`config.mk`:
```
export PLATFORM = sky130hd
export DESIGN_NAME = glb_chk_core
export DESIGN_NICKNAME = d
export VERILOG_FILES = /design/src/rtl/core/glb_chk_pkg.sv /design/src/rtl/core/glb_chk_core.sv
export SDC_FILE = /design/constraint.sdc
export NUM_CORES = 1
export LEC_CHECK = 0
export ABC_AREA = 1
export ABC_CLOCK_PERIOD_IN_PS = 8980
export BUFFER_PORTS_ARGS = -buffer_cell sky130_fd_sc_hd__buf_2
export CAP_MARGIN = 0
export CELL_PAD_IN_SITES_DETAIL_PLACEMENT = 1
export CELL_PAD_IN_SITES_GLOBAL_PLACEMENT = 2
export CORE_MARGIN = 3
export CORE_UTILIZATION = 30
export DETAILED_ROUTE_END_ITERATION = 7
export GPL_TIMING_DRIVEN = 0
export HOLD_SLACK_MARGIN = 0.03
export PLACE_DENSITY = 0.8
export SETUP_SLACK_MARGIN = 0.1
export SYNTH_ARGS = -nofsm -noshare
export SYNTH_HDL_FRONTEND = slang
export SYNTH_SLANG_ARGS = --single-unit
```
`constraint.sdc`:
```
create_clock -name clk -period 8.98 [get_ports clk]
set_input_delay 0.898 -clock clk [delete_from_list [all_inputs] [get_ports clk]]
set_output_delay 0.898 -clock clk [all_outputs]
set_load 0.02 [all_outputs]
```
`src/rtl/core/glb_chk_pkg.sv`:
```
// Package for the binary glTF container checker.
// Holds container constants, status codes, the parse phase type and the
// structs that pass between the checker modules. Depends on nothing.
package glb_chk_pkg;

    // Container format constants.
    localparam logic [31:0] GLB_MAGIC         = 32'h4654_6c67;
    localparam logic [31:0] KIND_JSON         = 32'h4e4f_534a;
    localparam logic [31:0] KIND_BIN          = 32'h004e_4942;
    localparam logic [31:0] GLB_VERSION       = 32'd2;
    localparam logic [15:0] LIMIT_RESET       = 16'd4096;
    localparam logic [31:0] MIN_BINARY_SIZE   = 32'd20;
    localparam logic [3:0]  FILE_HEADER_SIZE  = 4'd12;
    localparam int          CHUNK_HEADER_SIZE = 8;
    localparam int          FILL_W            = $clog2(CHUNK_HEADER_SIZE);

    // Verdict status codes.
    localparam logic [2:0] ST_OK        = 3'd0;
    localparam logic [2:0] ST_HEADER    = 3'd1;
    localparam logic [2:0] ST_TRUNC     = 3'd2;
    localparam logic [2:0] ST_CHUNK_LEN = 3'd3;
    localparam logic [2:0] ST_JSON_ORD  = 3'd4;
    localparam logic [2:0] ST_BIN_ORD   = 3'd5;
    localparam logic [2:0] ST_NO_JSON   = 3'd6;
    localparam logic [2:0] ST_TOO_MANY  = 3'd7;

    // Parse phase, one-hot.
    typedef enum logic [3:0] {
        PH_HEADER    = 4'b0001,
        PH_CHUNK_HDR = 4'b0010,
        PH_BODY      = 4'b0100,
        PH_IDLE      = 4'b1000
    } phase_t;

    // One input byte as held in the input register.
    typedef struct packed {
        logic [7:0] data_byte;
        logic       final_byte;
    } item_t;

    // One verdict.
    typedef struct packed {
        logic [2:0]  status;
        logic        is_binary;
        logic [31:0] json_offset;
        logic [31:0] json_length;
        logic        bin_present;
        logic [31:0] bin_offset;
        logic [31:0] bin_length;
        logic [15:0] chunk_count;
    } verdict_t;

endpackage

```
`src/rtl/core/glb_chk_core.sv`:
```
// Parse state of the container checker: file header, chunk headers, chunk
// bodies, chunk judgement and the verdict. Depends on glb_chk_pkg.
module glb_chk_core (
    input  logic                    clk,
    input  logic                    rst_n,
    input  logic                    cfg_wr_en,
    input  logic [15:0]             cfg_wr_data,
    input  logic                    step_en,
    input  glb_chk_pkg::item_t      cur_item,
    output logic                    res_valid,
    output glb_chk_pkg::verdict_t   res
);

    localparam logic [glb_chk_pkg::FILL_W-1:0] FILL_LAST =
        glb_chk_pkg::FILL_W'(glb_chk_pkg::CHUNK_HEADER_SIZE - 1);

    logic [15:0]                   limit_reg;
    logic [31:0]                   pos_reg,   pos_next;
    logic [32:0]                   off_reg,   off_next;
    logic [31:0]                   hword_reg, hword_next;
    logic [31:0]                   decl_reg,  decl_next;
    logic                          binf_reg,  binf_next;
    logic                          herr_reg,  herr_next;
    glb_chk_pkg::phase_t           phase_reg, phase_next;
    logic [63:0]                   lk_reg,    lk_next;
    logic [31:0]                   rem_reg,   rem_next;
    logic                          jseen_reg, jseen_next;
    logic                          bseen_reg, bseen_next;
    logic [15:0]                   acc_reg,   acc_next;
    logic [2:0]                    ferr_reg,  ferr_next;
    logic [31:0]                   joff_reg,  joff_next;
    logic [31:0]                   jlen_reg,  jlen_next;
    logic [31:0]                   boff_reg,  boff_next;
    logic [31:0]                   blen_reg,  blen_next;
    logic [glb_chk_pkg::FILL_W-1:0] fill_reg, fill_next;

    logic [7:0]  b;
    logic [31:0] hw_new;
    logic [63:0] lk_new;
    logic [31:0] len;
    logic [31:0] kind;
    logic        fit_bad;
    logic [2:0]  jerr;
    logic [31:0] rem_dec;
    logic [2:0]  fe_fin;
    logic        hdr_bad;
    logic [2:0]  status;

    assign b      = cur_item.data_byte;
    assign hw_new = hword_reg | (32'(b) << {pos_reg[1:0], 3'b000});
    assign lk_new = lk_reg | (64'(b) << {fill_reg, 3'b000});
    assign len    = lk_reg[31:0];
    assign kind   = {b, lk_reg[55:32]};

    // Chunk fit against the declared length: room is zero once the offset passes it.
    always_comb
    begin
        if ({1'b0, decl_reg} < off_reg)
        begin
            fit_bad = (len != 32'd0);
        end
        else
        begin
            fit_bad = ({2'b00, len} + {1'b0, off_reg}) > {2'b00, decl_reg};
        end
    end

    // Chunk judgement: length and alignment, order rules, then the count limit.
    always_comb
    begin
        jerr = glb_chk_pkg::ST_OK;
        if ((len[1:0] != 2'b00) || fit_bad)
        begin
            jerr = glb_chk_pkg::ST_CHUNK_LEN;
        end
        else if (kind == glb_chk_pkg::KIND_JSON)
        begin
            if (jseen_reg || (acc_reg != 16'd0) || (len == 32'd0))
            begin
                jerr = glb_chk_pkg::ST_JSON_ORD;
            end
        end
        else if (kind == glb_chk_pkg::KIND_BIN)
        begin
            if (!jseen_reg || bseen_reg || (acc_reg != 16'd1))
            begin
                jerr = glb_chk_pkg::ST_BIN_ORD;
            end
        end
        else if (!jseen_reg)
        begin
            jerr = glb_chk_pkg::ST_NO_JSON;
        end
        if ((jerr == glb_chk_pkg::ST_OK) && (acc_reg >= limit_reg))
        begin
            jerr = glb_chk_pkg::ST_TOO_MANY;
        end
    end

    assign rem_dec = (rem_reg != 32'd0) ? rem_reg - 32'd1 : rem_reg;

    // Next parse state for one byte.
    always_comb
    begin
        hword_next = hword_reg;
        decl_next  = decl_reg;
        binf_next  = binf_reg;
        herr_next  = herr_reg;
        phase_next = phase_reg;
        lk_next    = lk_reg;
        rem_next   = rem_reg;
        jseen_next = jseen_reg;
        bseen_next = bseen_reg;
        acc_next   = acc_reg;
        ferr_next  = ferr_reg;
        joff_next  = joff_reg;
        jlen_next  = jlen_reg;
        boff_next  = boff_reg;
        blen_next  = blen_reg;
        fill_next  = fill_reg;
        unique case (phase_reg)
            glb_chk_pkg::PH_HEADER:
            begin
                if ((pos_reg[31:4] == 28'd0) && (pos_reg[3:0] < glb_chk_pkg::FILE_HEADER_SIZE))
                begin
                    hword_next = hw_new;
                    if (pos_reg[1:0] == 2'b11)
                    begin
                        hword_next = 32'd0;
                        unique case (pos_reg[3:2])
                            2'd0:
                            begin
                                binf_next = (hw_new == glb_chk_pkg::GLB_MAGIC);
                                if (hw_new != glb_chk_pkg::GLB_MAGIC)
                                begin
                                    phase_next = glb_chk_pkg::PH_IDLE;
                                end
                            end
                            2'd1:
                            begin
                                herr_next = (hw_new != glb_chk_pkg::GLB_VERSION);
                            end
                            default:
                            begin
                                decl_next  = hw_new;
                                phase_next = glb_chk_pkg::PH_CHUNK_HDR;
                                fill_next  = '0;
                            end
                        endcase
                    end
                end
                else
                begin
                    phase_next = glb_chk_pkg::PH_IDLE;
                end
            end
            glb_chk_pkg::PH_CHUNK_HDR:
            begin
                lk_next   = lk_new;
                fill_next = fill_reg + 1'b1;
                if (fill_reg == FILL_LAST)
                begin
                    lk_next = 64'd0;
                    if (jerr != glb_chk_pkg::ST_OK)
                    begin
                        ferr_next  = jerr;
                        phase_next = glb_chk_pkg::PH_IDLE;
                    end
                    else
                    begin
                        if (kind == glb_chk_pkg::KIND_JSON)
                        begin
                            joff_next  = off_reg[31:0];
                            jlen_next  = len;
                            jseen_next = 1'b1;
                        end
                        else if (kind == glb_chk_pkg::KIND_BIN)
                        begin
                            boff_next  = off_reg[31:0];
                            blen_next  = len;
                            bseen_next = 1'b1;
                        end
                        acc_next = acc_reg + 16'd1;
                        if (len != 32'd0)
                        begin
                            rem_next   = len;
                            phase_next = glb_chk_pkg::PH_BODY;
                        end
                    end
                end
            end
            glb_chk_pkg::PH_BODY:
            begin
                rem_next = rem_dec;
                if (rem_dec == 32'd0)
                begin
                    phase_next = glb_chk_pkg::PH_CHUNK_HDR;
                end
            end
            glb_chk_pkg::PH_IDLE:
            begin
                phase_next = glb_chk_pkg::PH_IDLE;
            end
            default:
            begin
                phase_next = glb_chk_pkg::PH_IDLE;
            end
        endcase
    end

    // Saturating byte counter and the offset of the next byte.
    assign pos_next = (&pos_reg) ? pos_reg : pos_reg + 32'd1;
    assign off_next = (&pos_reg) ? off_reg : off_reg + 33'd1;

    // Verdict for a final byte; a half-read chunk header counts as truncation.
    always_comb
    begin
        fe_fin = ferr_next;
        if ((phase_next == glb_chk_pkg::PH_CHUNK_HDR) && (fill_next != '0)
            && (ferr_next == glb_chk_pkg::ST_OK))
        begin
            fe_fin = glb_chk_pkg::ST_TRUNC;
        end
        hdr_bad = (pos_next < glb_chk_pkg::MIN_BINARY_SIZE) || herr_next
                  || (decl_next != pos_next);
        status  = hdr_bad ? glb_chk_pkg::ST_HEADER : fe_fin;

        res = '0;
        if (binf_next)
        begin
            res.status      = status;
            res.is_binary   = 1'b1;
            res.chunk_count = acc_next;
            if (status == glb_chk_pkg::ST_OK)
            begin
                res.json_offset = joff_next;
                res.json_length = jlen_next;
                res.bin_present = bseen_next;
                res.bin_offset  = boff_next;
                res.bin_length  = blen_next;
            end
        end
        else
        begin
            res.json_length = pos_next;
        end
    end

    assign res_valid = step_en && cur_item.final_byte;

    // Chunk limit register.
    always_ff @(posedge clk or negedge rst_n)
    begin
        if (!rst_n)
        begin
            limit_reg <= glb_chk_pkg::LIMIT_RESET;
        end
        else if (cfg_wr_en)
        begin
            limit_reg <= cfg_wr_data;
        end
    end

    // Parse state; a final byte returns it to the start of a new file.
    always_ff @(posedge clk or negedge rst_n)
    begin
        if (!rst_n)
        begin
            pos_reg   <= '0;
            off_reg   <= 33'd1;
            hword_reg <= '0;
            decl_reg  <= '0;
            binf_reg  <= 1'b0;
            herr_reg  <= 1'b0;
            phase_reg <= glb_chk_pkg::PH_HEADER;
            lk_reg    <= '0;
            rem_reg   <= '0;
            jseen_reg <= 1'b0;
            bseen_reg <= 1'b0;
            acc_reg   <= '0;
            ferr_reg  <= glb_chk_pkg::ST_OK;
            joff_reg  <= '0;
            jlen_reg  <= '0;
            boff_reg  <= '0;
            blen_reg  <= '0;
            fill_reg  <= '0;
        end
        else if (step_en)
        begin
            if (cur_item.final_byte)
            begin
                pos_reg   <= '0;
                off_reg   <= 33'd1;
                hword_reg <= '0;
                decl_reg  <= '0;
                binf_reg  <= 1'b0;
                herr_reg  <= 1'b0;
                phase_reg <= glb_chk_pkg::PH_HEADER;
                lk_reg    <= '0;
                rem_reg   <= '0;
                jseen_reg <= 1'b0;
                bseen_reg <= 1'b0;
                acc_reg   <= '0;
                ferr_reg  <= glb_chk_pkg::ST_OK;
                joff_reg  <= '0;
                jlen_reg  <= '0;
                boff_reg  <= '0;
                blen_reg  <= '0;
                fill_reg  <= '0;
            end
            else
            begin
                pos_reg   <= pos_next;
                off_reg   <= off_next;
                hword_reg <= hword_next;
                decl_reg  <= decl_next;
                binf_reg  <= binf_next;
                herr_reg  <= herr_next;
                phase_reg <= phase_next;
                lk_reg    <= lk_next;
                rem_reg   <= rem_next;
                jseen_reg <= jseen_next;
                bseen_reg <= bseen_next;
                acc_reg   <= acc_next;
                ferr_reg  <= ferr_next;
                joff_reg  <= joff_next;
                jlen_reg  <= jlen_next;
                boff_reg  <= boff_next;
                blen_reg  <= blen_next;
                fill_reg  <= fill_next;
            end
        end
    end

endmodule

```
==> reports/results.md <==
### Worst setup path
• **Worst Reg-to-Reg Cells** 36
• **library cell appearing most often on the critical path** nand2_1
• **Crit Path Class** flip-flop to primary output
• **r2r endpoint** joff_reg[31]$_DFFE_PN0P_
• **CP max stage cell** dfrtp_1
• **WP data arrival** 7.54 ns
• **CP endpoint kind** primary output
• **largest stage delay on the critical path** 0.49 ns
• **crit path launch type** flip-flop
• **data required time at the worst endpoint** 8.08 ns
• **worst reg2reg startpoint** lk_reg[0]$_DFFE_PN0P_
• **largest fanout on the critical path** 10
• **internal reg-to-reg setup slack** 2.18 ns

### Cells and area
• **final layout net count** 4176
• **Area growth syn-to-layout** 15.8%
• **final cell count without fillers** 5223
• **filler instances** 11200
• **flip-flop count of the largest register, all copies and words added** 56
• **layout cell share with drive strength beyond 1** 9.52%
• **Core Util, Final** 35.3%

### Floorplanning
• **die area** 92700 um2
• **area of the core region** 87600 um2
• **Cell Rows** 108
• **vertical die dimension** 304 um
• **Chip Width** 304 um
• **total I/O pin count** 179
• **Starting Density** 30.5%

### Global route
• **vias in the first global route** 27700
• **wire length of the first global-routing pass** 181 mm
• **GRT Util Overall** 25.6%
• **total overflow reported by the global router** 0
• **pin count of the biggest net entering global routing** 109
• **number of antenna violations at the first check in global routing** 4

### Timing
• **Post-Route Skew** 0.0338 ns
• **count of final setup violators** 0
• **fmax** 119 MHz
• **transition at the pin with the smallest max-transition slack** 1.55 ns
• **Relative slew margins** -3.15%
• **min cycle time layout** 8.43 ns
• **unrepaired setup endpoints after global routing** yes
• **count of final max-slew check failures** 11
• **final count of hold timing violations** 0
• **final worst-path cycle share** 93.9%

### Clock network
• **clock transition at the register clock pins on the worst setup and hold paths after CTS** 0.06 ns
• **total number of H-tree levels** 2
• **clock latency at the later pin of the worst-skew pair** 0.63 ns
• **clock tree sinks** 391
• **buffer cell driving the clock tree root** clkbuf_16
• **maximum clock path buffer count** 3
• **CTS tree** yes
• **number of buffers created by CTS** 50

### Run status
• **violations in the final reports** max-capacitance violations, max-slew violations
• **run status** finished, violations left

### Synthesis
• **dominant cells by area after synthesis** dfrtp_1 (36%), nand2_1 (11%), inv_1 (7.4%), o21ai_0 (5.8%), nor2_1 (5.7%)
• **prevailing post-synth register cell** dfrtp_1
• **leading cell types by count after synthesis** nand2_1 (783), inv_1 (526), nor2_1 (405)
• **net count of the mapped netlist** 3942
• **Yosys top cell by area** dfrtp_1
• **most frequent cell after synthesis** nand2_1
• **per-instance average area after synthesis** 7.04 um2
• **number of warnings issued by yosys** 0
• **Async S/R FF share, synth** 100%
• **number of synthesized flops with an enable pin** 0
• **sequential-to-total area share from yosys stat** 36.6%
• **number of standard cells after synthesis** 3793
• **Synth Cell Area** 26700 um2
• **number of synthesized register bits** 391
• **number of distinct library cells after synthesis** 58
• **top-area cell type share of the netlist area** 36.3%

### Pwr
• **power density of the placed cells** 149 nW/um2
• **Tot Pwr** 0.00462 W
• **worst supply voltage drop on vdd** 0.105 mV
• **leak pwr** 15.0 nW

### Place
• **half-perimeter wire length after placement** 97.0 mm
• **placed cell count** 5126
• **Routability Congestion** 0.992
• **count of port buffers added during placement** 174

### Drt
• **Initial DRT Pass Iterations** 5
• **number of vias after detailed routing** 27500
• **total routed wirelength** 122 mm
• **number of nets with antenna violations after routing** 0
• **average vias per placed instance** 5.27
• **drt initial violations** 2081
• **number of design rule violations left after detail routing** 0
• **routed length per placed instance** 23.3 um

### Flow run
• **max_cap viols** 1

### Worst hold path
• **worst hold path type** input pin to async pin

==> timing repair <==
action | CTS | global route
setup endpoints to repair | 99 | 129
resized for setup | 14 | 45
endpoints found under the hold margin | 0 | 0
pin swaps | 1 | 1
hold buffers | 0 | 0
buffers inserted | 1 | 3
==> where the power goes <==
part	total (W)	leakage [nW]	switching (W)	internal (W)
sequential	0.00186	5.38	0.0000441	0.00182
clock	0.00206	0.807	0.000856	0.00120
combinational	0.000705	8.78	0.000533	0.000173
total	0.00462	15.0	0.00143	0.00319
==> worst max-delay path: cells and delay by family, from the launching register on <==
family	cells	cell delay [ns]
compound gates	8	1.73
xor+xnor	1	0.13
buf+inv	6	1.03
flops	1	0.49
fa+ha+maj	3	1.02
simple gates	20	2.49
==> worst max path at each step <==
| stage | startpoint | cells after the start | end |
|---|---|---|---|
| finish | lk_reg[0]$_DFFE_PN0P_ | 38 | res[109] |
| global route | lk_reg[0]$_DFFE_PN0P_ | 38 | res[98] |
| CTS | lk_reg[0]$_DFFE_PN0P_ | 38 | res[88] |
| detailed placement | lk_reg[0]$_DFFE_PN0P_ | 37 | res[17] |
| global placement | rst_n | 1 | blen_reg[22]$_DFFE_PN0P_ |
| floorplan | lk_reg[0]$_DFFE_PN0P_ | 37 | res[120] |
==> routing by layer <==
metal	track usage (%)	share of wire, %	vias up	wire length [um]
li1	-	-	13100	-
met1	36.3	47	13600	56900
met2	40.7	45	696	54700
met3	2.87	4.8	163	5840
met4	8.26	3.4	0	4090
met5	0	0	-	0
==> area by class of cell <==
class	instances	area, um2	share of cell area, %
timing repair buffer	182	1010	3.28
inverter	535	2010	6.49
clock buffer	76	1450	4.69
multi-input combinational	2699	14200	46.1
tap	1155	1450	4.67
sequential	391	9790	31.7
antenna	2	5.00	0.0162
buffer	168	767	2.48
clock inverter	15	204	0.660
==> layout by cell type (no fill, tap or decap), drive strengths merged, types with 2 or more instances in the layout <==
cell type | netlist | final
o21bai | 8 | 8
diode | 0 | 2
a22oi | 3 | 3
and3 | 4 | 4
nor4 | 33 | 33
a31oi | 14 | 14
clkbuf | 127 | 203
inv | 534 | 535
a21boi | 3 | 3
xor2 | 76 | 76
o31ai | 2 | 2
or2 | 14 | 14
nor2 | 443 | 443
a211oi | 3 | 3
a21o | 5 | 5
nor3b | 3 | 3
o21a | 5 | 5
o22ai | 192 | 192
dfstp | 3 | 3
dfrtp | 388 | 388
nand3 | 234 | 234
nand4 | 89 | 89
ha | 119 | 119
clkinv | 1 | 11
nor4b | 2 | 2
o21ai | 347 | 347
o211ai | 10 | 10
bufinv | 0 | 3
a21oi | 191 | 191
nand2 | 787 | 787
nand3b | 6 | 6
nor3 | 78 | 78
buf | 41 | 223
xnor2 | 19 | 19
==> cell families (layout without fill, tap and decap cells) <==
logic type	after synthesis	in the layout	share of synthesized area, %
buf+inv	703	976	10.3
other cells	0	2	0
mux	1	1	0.0422
fa+ha+maj	120	120	5.65
simple gates	1694	1694	28.0
compound gates	789	789	16.2
flops	391	391	36.6
xor+xnor	95	95	3.11
==> per-stage QoR <==
step / TNS (ns) / cell area (um2) / worst slack (ns) / hold slack (ns)
5_1_grt: 0 / 30900 / 0.0436 / 0.367
6_report: 0 / 30900 / 0.546 / 0.328
2_1_floorplan: 0 / 26700 / 3.09 / 0.453
4_1_cts: 0 / 30800 / 0.0918 / 0.345
3_5_place_dp: 0 / 29100 / 0.363 / 0.475
3_3_place_gp: -616.02 / 29000 / -1.67 / 0.466
Power figures use the tool's default switching activity.
